File: src/ekm_pkg.sv
`default_nettype none
package ekm_pkg;

  localparam int ENCODER_COUNT = 19;
  localparam int BUTTON_COUNT  = 26;
  localparam int COLUMN_COUNT  = 8;
  localparam int FRAME_W       = 8 * COLUMN_COUNT;

  localparam int SLOT_COUNT = ENCODER_COUNT + BUTTON_COUNT + 1;
  localparam int SLOT_W     = $clog2(SLOT_COUNT);
  localparam int ENC_IW     = (ENCODER_COUNT > 1) ? $clog2(ENCODER_COUNT) : 1;
  localparam int BTN_IW     = (BUTTON_COUNT > 1) ? $clog2(BUTTON_COUNT) : 1;

  localparam logic [1:0] KIND_NOTE_ON  = 2'd0;
  localparam logic [1:0] KIND_NOTE_OFF = 2'd1;
  localparam logic [1:0] KIND_CTRL     = 2'd2;
  localparam logic [1:0] KIND_FRAME    = 2'd3;

  localparam logic [5:0] LAYER0_BUTTON = 6'd20;
  localparam logic [5:0] LAYER1_BUTTON = 6'd22;
  localparam logic [5:0] LAYER2_BUTTON = 6'd24;
  localparam logic [5:0] CTRL_STRIDE   = 6'd20;

  localparam logic [1:0] LAYER_0 = 2'd0;
  localparam logic [1:0] LAYER_1 = 2'd1;
  localparam logic [1:0] LAYER_2 = 2'd2;

  localparam logic [5:0] BTN_POS [26] = '{
    6'd56, 6'd57, 6'd58, 6'd59, 6'd60, 6'd61, 6'd62, 6'd63,
    6'd48, 6'd49, 6'd50, 6'd51, 6'd52, 6'd53, 6'd54, 6'd55,
    6'd40, 6'd41, 6'd42, 6'd43, 6'd46, 6'd44, 6'd47, 6'd45,
    6'd38, 6'd39
  };

  typedef struct packed {
    logic              legal;
    logic signed [1:0] step;
  } step_t;

  typedef struct packed {
    logic              fire;
    logic signed [1:0] value;
  } enc_ev_t;

  function automatic step_t step_lookup(input logic [3:0] idx);
    step_t r;
    r.legal = 1'b1;
    r.step  = 2'sd0;
    unique case (idx)
      4'd0, 4'd5, 4'd10, 4'd15: r.step = 2'sd0;
      4'd1, 4'd7, 4'd8, 4'd14:  r.step = 2'sd1;
      4'd2, 4'd4, 4'd11, 4'd13: r.step = -2'sd1;
      default: r.legal = 1'b0;
    endcase
    return r;
  endfunction

endpackage
`default_nettype wire

File: src/ekm_ifs.sv
`default_nettype none
interface ekm_in_if;
  import ekm_pkg::*;
  logic               valid;
  logic               ready;
  logic [FRAME_W-1:0] scan_frame;
  modport source (output valid, output scan_frame, input ready);
  modport sink (input valid, input scan_frame, output ready);
endinterface

interface ekm_out_if;
  logic              valid;
  logic              ready;
  logic [1:0]        event_kind;
  logic [5:0]        event_number;
  logic signed [1:0] event_value;
  logic [1:0]        layer_now;
  logic              last_of_frame;
  modport source (output valid, output event_kind, output event_number,
                  output event_value, output layer_now, output last_of_frame,
                  input ready);
  modport sink (input valid, input event_kind, input event_number,
                input event_value, input layer_now, input last_of_frame,
                output ready);
endinterface
`default_nettype wire

File: src/ekm_enc_lane.sv
`default_nettype none
module ekm_enc_lane (
  input  wire logic            clk,
  input  wire logic            rst_n,
  input  wire logic            load,
  input  wire logic [1:0]      prv_pair,
  input  wire logic [1:0]      cur_pair,
  output ekm_pkg::enc_ev_t     ev
);
  import ekm_pkg::*;

  logic signed [3:0] count_r, count_nxt;
  logic signed [1:0] last_dir_r, last_dir_nxt;
  enc_ev_t           ev_r, ev_nxt;
  step_t             st;
  logic signed [1:0] s_eff;
  logic signed [3:0] sum;
  logic              fire;

  always_comb begin
    st           = step_lookup({prv_pair, cur_pair});
    s_eff        = st.legal ? st.step : last_dir_r;
    last_dir_nxt = st.legal ? st.step : last_dir_r;
    sum          = count_r + 4'(s_eff);
    fire         = (sum == 4'sd4) || (sum == -4'sd4);
    count_nxt    = fire ? 4'sd0 : sum;
    ev_nxt.fire  = fire;
    ev_nxt.value = sum[3] ? -2'sd1 : 2'sd1;
  end

  always_ff @(posedge clk) begin
    if (!rst_n) begin
      count_r    <= 4'sd0;
      last_dir_r <= 2'sd0;
      ev_r       <= '0;
    end else if (load) begin
      count_r    <= count_nxt;
      last_dir_r <= last_dir_nxt;
      ev_r       <= ev_nxt;
    end
  end

  assign ev = ev_r;

endmodule
`default_nettype wire

File: src/ekm_merge.sv
`default_nettype none
module ekm_merge (
  input  wire logic                            clk,
  input  wire logic                            rst_n,
  input  wire logic                            start,
  input  wire ekm_pkg::enc_ev_t                enc_ev [ekm_pkg::ENCODER_COUNT],
  input  wire logic [ekm_pkg::BUTTON_COUNT-1:0] btn_chg,
  input  wire logic [ekm_pkg::BUTTON_COUNT-1:0] btn_cur,
  output logic                                 busy,
  ekm_out_if.source                            out_ch
);
  import ekm_pkg::*;

  logic                    busy_r, busy_nxt;
  logic [SLOT_W-1:0]       idx_r, idx_nxt;
  logic [1:0]              layer_r, layer_nxt;
  logic [BUTTON_COUNT-1:0] chg_r, cur_r;

  logic                    out_valid_r, out_valid_nxt;
  logic [1:0]              kind_r;
  logic [5:0]              num_r;
  logic signed [1:0]       val_r;
  logic [1:0]              lay_r;
  logic                    last_r;

  logic              emit, advance, room;
  logic [1:0]        kind;
  logic [5:0]        num;
  logic signed [1:0] val;
  logic              last;
  logic [SLOT_W-1:0] boff;
  logic [BTN_IW-1:0] bidx;
  logic [5:0]        bnum;

  always_comb begin
    emit      = 1'b0;
    kind      = KIND_FRAME;
    num       = 6'd0;
    val       = 2'sd0;
    last      = 1'b0;
    layer_nxt = layer_r;
    busy_nxt  = busy_r;
    boff      = idx_r - SLOT_W'(ENCODER_COUNT);
    bidx      = boff[BTN_IW-1:0];
    bnum      = 6'(boff) + 6'd1;
    if (idx_r < SLOT_W'(ENCODER_COUNT)) begin
      emit = enc_ev[idx_r[ENC_IW-1:0]].fire;
      kind = KIND_CTRL;
      num  = 6'(idx_r) + 6'd1 + 6'(layer_r) * CTRL_STRIDE;
      val  = enc_ev[idx_r[ENC_IW-1:0]].value;
    end else if (idx_r < SLOT_W'(ENCODER_COUNT + BUTTON_COUNT)) begin
      if (chg_r[bidx]) begin
        priority if (bnum == LAYER0_BUTTON) begin
          layer_nxt = LAYER_0;
        end else if (bnum == LAYER1_BUTTON) begin
          layer_nxt = LAYER_1;
        end else if (bnum == LAYER2_BUTTON) begin
          layer_nxt = LAYER_2;
        end else begin
          emit = 1'b1;
          kind = cur_r[bidx] ? KIND_NOTE_ON : KIND_NOTE_OFF;
          num  = bnum;
        end
      end
    end else begin
      emit     = 1'b1;
      last     = 1'b1;
      busy_nxt = 1'b0;
    end
  end

  assign room          = !out_valid_r || out_ch.ready;
  assign advance       = busy_r && (room || !emit);
  assign idx_nxt       = idx_r + SLOT_W'(1);
  assign out_valid_nxt = (advance && emit) || (out_valid_r && !out_ch.ready);

  always_ff @(posedge clk) begin
    if (!rst_n) begin
      busy_r      <= 1'b0;
      idx_r       <= '0;
      layer_r     <= LAYER_0;
      out_valid_r <= 1'b0;
    end else begin
      out_valid_r <= out_valid_nxt;
      if (start) begin
        busy_r <= 1'b1;
        idx_r  <= '0;
      end else if (advance) begin
        busy_r  <= busy_nxt;
        idx_r   <= idx_nxt;
        layer_r <= layer_nxt;
      end
    end
  end

  always_ff @(posedge clk) begin
    if (start) begin
      chg_r <= btn_chg;
      cur_r <= btn_cur;
    end
    if (advance && emit) begin
      kind_r <= kind;
      num_r  <= num;
      val_r  <= val;
      lay_r  <= layer_nxt;
      last_r <= last;
    end
  end

  assign busy                 = busy_r;
  assign out_ch.valid         = out_valid_r;
  assign out_ch.event_kind    = kind_r;
  assign out_ch.event_number  = num_r;
  assign out_ch.event_value   = val_r;
  assign out_ch.layer_now     = lay_r;
  assign out_ch.last_of_frame = last_r;

endmodule
`default_nettype wire

File: src/encoder_key_matrix_event_engine.sv
`default_nettype none
// Takes one scanned key matrix frame per input word and emits the events it
// causes against the previous frame: control changes for the encoders, note-on
// and note-off for the buttons, layer switches on buttons 20, 22 and 24, and a
// closing frame-end word. All encoder lanes and all button change detectors
// evaluate a frame in the cycle it is accepted; the merge sequencer then visits
// one slot per cycle, 46 slots in all, while a slot that emits waits as long
// as the output register is full and stalled. The next frame is accepted as
// soon as the frame-end word has been loaded into the output register.
module encoder_key_matrix_event_engine (
  input wire logic  clk,
  input wire logic  rst_n,
  ekm_in_if.sink    in_ch,
  ekm_out_if.source out_ch
);
  import ekm_pkg::*;

  logic [FRAME_W-1:0]      prev_frame_r;
  logic                    accept, busy;
  enc_ev_t                 enc_ev [ENCODER_COUNT];
  logic [BUTTON_COUNT-1:0] btn_chg, btn_cur;

  assign in_ch.ready = !busy;
  assign accept      = in_ch.valid && !busy;

  always_ff @(posedge clk) begin
    if (!rst_n) begin
      prev_frame_r <= '0;
    end else if (accept) begin
      prev_frame_r <= in_ch.scan_frame;
    end
  end

  for (genvar e = 0; e < ENCODER_COUNT; e++) begin : g_enc
    ekm_enc_lane u_lane (
      .clk      (clk),
      .rst_n    (rst_n),
      .load     (accept),
      .prv_pair (prev_frame_r[2*e +: 2]),
      .cur_pair (in_ch.scan_frame[2*e +: 2]),
      .ev       (enc_ev[e])
    );
  end

  for (genvar b = 0; b < BUTTON_COUNT; b++) begin : g_btn
    assign btn_cur[b] = in_ch.scan_frame[BTN_POS[b]];
    assign btn_chg[b] = in_ch.scan_frame[BTN_POS[b]] ^ prev_frame_r[BTN_POS[b]];
  end

  ekm_merge u_merge (
    .clk     (clk),
    .rst_n   (rst_n),
    .start   (accept),
    .enc_ev  (enc_ev),
    .btn_chg (btn_chg),
    .btn_cur (btn_cur),
    .busy    (busy),
    .out_ch  (out_ch)
  );

endmodule
`default_nettype wire

File: src/flat_wrapper.sv
// flat-port wrapper written by rule: the top's interface ports become plain ports
module encoder_key_matrix_event_engine_flat import ekm_pkg::*;
  (clk, rst_n, in_ch_valid, in_ch_scan_frame, in_ch_ready, out_ch_valid, out_ch_event_kind, out_ch_event_number, out_ch_event_value, out_ch_layer_now, out_ch_last_of_frame, out_ch_ready);
  ekm_in_if in_ch_i ();
  ekm_out_if out_ch_i ();
  input wire logic clk;
  input wire logic rst_n;
  input wire logic [$bits(in_ch_i.valid)-1:0] in_ch_valid;
  input wire logic [$bits(in_ch_i.scan_frame)-1:0] in_ch_scan_frame;
  output wire logic [$bits(in_ch_i.ready)-1:0] in_ch_ready;
  output wire logic [$bits(out_ch_i.valid)-1:0] out_ch_valid;
  output wire logic [$bits(out_ch_i.event_kind)-1:0] out_ch_event_kind;
  output wire logic [$bits(out_ch_i.event_number)-1:0] out_ch_event_number;
  output wire logic [$bits(out_ch_i.event_value)-1:0] out_ch_event_value;
  output wire logic [$bits(out_ch_i.layer_now)-1:0] out_ch_layer_now;
  output wire logic [$bits(out_ch_i.last_of_frame)-1:0] out_ch_last_of_frame;
  input wire logic [$bits(out_ch_i.ready)-1:0] out_ch_ready;
  assign in_ch_i.valid = in_ch_valid;
  assign in_ch_i.scan_frame = in_ch_scan_frame;
  assign in_ch_ready = in_ch_i.ready;
  assign out_ch_valid = out_ch_i.valid;
  assign out_ch_event_kind = out_ch_i.event_kind;
  assign out_ch_event_number = out_ch_i.event_number;
  assign out_ch_event_value = out_ch_i.event_value;
  assign out_ch_layer_now = out_ch_i.layer_now;
  assign out_ch_last_of_frame = out_ch_i.last_of_frame;
  assign out_ch_i.ready = out_ch_ready;
  encoder_key_matrix_event_engine u_core (.clk(clk), .rst_n(rst_n), .in_ch(in_ch_i), .out_ch(out_ch_i));
endmodule
File: config.mk
export PLATFORM = sky130hd
export DESIGN_NAME = encoder_key_matrix_event_engine_flat
export DESIGN_NICKNAME = d
export VERILOG_FILES = /design/src/ekm_pkg.sv /design/src/ekm_ifs.sv /design/src/ekm_enc_lane.sv /design/src/ekm_merge.sv /design/src/encoder_key_matrix_event_engine.sv /design/src/flat_wrapper.sv
export SDC_FILE = /design/constraint.sdc
export NUM_CORES = 1
export LEC_CHECK = 0
export BUFFER_PORTS_ARGS = -buffer_cell sky130_fd_sc_hd__buf_2
export CORE_MARGIN = 2
export CORE_UTILIZATION = 55
export CTS_BUF_LIST = sky130_fd_sc_hd__clkbuf_4
export DETAILED_ROUTE_END_ITERATION = 10
export GPL_TIMING_DRIVEN = 0
export PLACE_DENSITY = 0.7
export SLEW_MARGIN = 40
export SYNTH_ARGS = -nofsm -noshare
export SYNTH_HDL_FRONTEND = slang
export SYNTH_SLANG_ARGS = --single-unit
File: constraint.sdc
create_clock -name clk -period 5.4 [get_ports clk]
set_clock_uncertainty 0.2 [all_clocks]
set_input_delay 0.27 -clock clk [delete_from_list [all_inputs] [get_ports clk]]
set_output_delay 0.27 -clock clk [all_outputs]
set_load 0.01 [all_outputs]
==> impl_results.md <==
- Clock insertion delay at the later pin of the skew report: 0.72 ns
- Post-synth top area share: 29.9%
- 1st-iter DRT viols: 969
- Pleak: 0.00705 µW
- Critical path's most frequent cell: buf_6
- Arrival @ worst endpoint: 5.35 ns
- CTS tree: built
- Min cycle time layout: 4.90 ns
- Worst-case clock buffer depth: 3
- GRT Util Overall: 28.2%
- Outcome: finished clean
- Share of layout cells above drive strength 1: 13.9%
- Async S/R FF share, synth: 0%
- WHS: 0.117 ns
- Area delta synth->final: 16.8%
- Final nets: 2105
- Post-Route WL: 40400 µm
- Remaining DRCs: 0
- Count of input and output buffers: 82
- Worst-path fanout max: 10
- Max Fclk: 204 MHz
- GPL Wtd Cong: 0.901
- Main area contributors after synthesis: dfxtp_1, edfxtp_1, nand2_1, a21oi_1, ha_1
- Synth Instances: 1719
- Crit share post-route: 90.8%
- Floorplan row count: 60
- Via count: 13100
- PD cells: 302 nW/µm²
- Number of synthesized flops with an enable pin: 65
- Final setup violation count: 0
- Chip height: 170 µm
- Count leader, synth: nand2_1
- Max Slew Vio Count: 0
- Htree depth: 3
- Vias in the first global route: 12800
- Dominant synthesized flop cell: dfxtp_1
- Number of distinct library cells after synthesis: 67
- Sink Count: 292
- Ys Warns: 0
- Crit start category: flip-flop
- Most frequent cells after synthesis: nand2_1, dfxtp_1, a21oi_1
- Core box area: 27000 µm²
- Req. time, crit path: 5.84 ns
- Hold Fails Final Rpt: 0
- First-pass GRT wire length: roughly 64000 µm
- Largest net degree at the start of global routing: 37
- Register area share after synthesis: approximately 43%
- Setup TNS Final: 0 ns
- Post-CTS sizing: 0
- Total gr overflow: 0
- WL per Instance: about 17 µm
- CTS Root Cell: clkbuf_4
- Syn avg cell area: 8.84 µm²
- Placement Setup Slack: 0.737 ns
- Dpl hpwl: 28300 µm
- Post-DRT Antenna Nets: 0
- Crit-path cells: buf_6 -> buf_8 -> buf_4 -> inv_1 -> ha_1 -> buf_1 -> mux4_2 -> mux2i_1 -> o2111ai_1 -> nand3_2 -> o41ai_4 -> buf_6 -> o221a_2 -> dlygate4sd3_1
- HP Class: input pin to flip-flop
- Leading area contributor after synthesis: dfxtp_1
- CP delay by family, top: buffers and inverters
- Worst Max-Slew Pin Slew: slightly above 0.9 ns
- Post-Syn Nets: ~1900
- Full die area: 29000 µm²
- Io pins: just over 80
- Starting Density: 56.3%
- Buf/Inv on CP: 7
- Critical Path Sink Type: flip-flop
- Worst path max stage delay: 0.54 ns
- Synth Cell Area: 15200 µm²
- Setup CP Type: flip-flop to flip-flop
- PnR worst setup slack: 0.497 ns
- Max-slew headroom: 38.7%
- Clk slew on worst S/H paths: ~0.060 ns
- Crit path max-delay cell type: buf_1
- Vias per inst: around 5.6
- Max cap viols: 0
- Inserted Clock Buffers: between 70 and 80
- Initial antenna violation count: 1
- Peak supply drop: 0.160 mV
- DRT Pass-1 Iters: 5
- Die Wd: 170 µm
- RSZ-0062 raised after global routing: no
- Seq cells post-synth: about 300
-- cells in the final DEF, fill, tap and decap left out, drive strengths merged, types with 3 or more instances in the layout --
master       netlist  routed
a21o              23      23
mux2i             12      12
o22ai             13      13
clkinvlp           0       4
a2111oi            3       3
nand3             10      10
xor2              59      59
and2               4       4
o2111ai            3       3
clkbuf            67     176
and3               3       3
nand2b            28      28
nor3              24      24
nor2b              5       5
and3b              4       4
dfxtp            227     227
a21oi            225     225
fa                20      20
mux4              19      19
dlygate4sd3        0      68
ha                65      65
buf               20     103
inv               97      99
a21boi             3       3
o211ai            10      10
o21ai             90      90
nand2            340     340
o31ai             21      21
edfxtp            65      65
clkinv             0      24
or3b              15      15
or3               12      12
nor2              89      89
or2               10      10
a211oi            19      19
o311ai            11      11
xnor2             75      75
-- per-layer routing --
metal / wire (µm) / part of all wire, % / up-vias / GRT usage [%]
li1: - / - / 6415 / -
met1: 17800 / 44 / 6162 / 37.0
met2: 18700 / 46 / 438 / 46.6
met3: 2810 / 6.9 / 91 / 5.40
met4: 1080 / 2.7 / 0 / 10.2
met5: 0 / 0 / - / 0
-- where the power goes --
part	internal [µW]	switching, µW
Combinational	408	595
Clock	938	952
Sequential	2380	92.4
-- per-stage QoR --
step                      total power [µW]  util [%]  std cells  area (µm²)
after floorplan                       3170         -       1719       15200
after global placement                3420      59.4       2142       16000
after detailed placement              3470      59.5       2144       16100
after CTS                             5390      65.6       2350       17700
after global routing                  5640      65.7       2351       17800
final                                 5370      65.7       2351       17800
-- repair_timing --
item	CTS	global route
endpoints found under the hold margin	156	0
hold buffers	68	0
setup buffers	0	0
-- kinds of logic (layout without fill, tap and decap cells) --
family,Yosys count,after routing,synth area share (%)
compound gates,438,438,16.9
xor+xnor,135,135,8.02
fa+ha+maj,85,85,7.98
buf+inv,184,474,4.81
flops,292,292,42.7
mux,32,32,3.68
other cells,0,1,0
simple gates,553,553,15.9
-- area by class of cell --
class / count / area (µm²)
plain buffers: 87 / 375
repair buffers: 152 / 1120
well taps: 341 / 427
clock buffers: 108 / 811
multi-input cells: 1243 / 8010
diodes: 1 / 2.50
flip-flops and latches: 292 / 6500
clock inverters: 30 / 149
fillers: 2291 / 9270
inverters: 97 / 364
-- registers in the layout (all words and copies together) (netlist names), 6 cells and up --
| signal | flops |
|---|---|
| u_core.g_enc.u_lane.count_r | 76 |
| u_core.g_enc.u_lane.ev | 39 |
| u_core.g_enc.u_lane.last_dir_r | 38 |
| u_core.prev_frame_r | 64 |
| u_core.u_merge.chg_r | 26 |
| u_core.u_merge.cur_r | 26 |
| u_core.u_merge.idx_r | 6 |
| u_core.u_merge.out_ch.event_number | 6 |
-- worst paths after layout --
check / from / end / slack [ns] / depth (start not counted)
worst max-delay path: u_core.u_merge.idx_r[0] / u_core.u_merge.busy / 0.50 / 14
worst min-delay path: in_ch_scan_frame[49] / u_core.u_merge.cur_r[9] / 0.12 / 2
worst max register to register: u_core.u_merge.idx_r[0] / u_core.u_merge.busy / 0.50 / 14
worst min register to register: u_core.g_enc[12].u_lane.ev[1] / u_core.g_enc[12].u_lane.ev[1] / 0.25 / 2
Note: power is estimated with default switching activity, not from simulation.
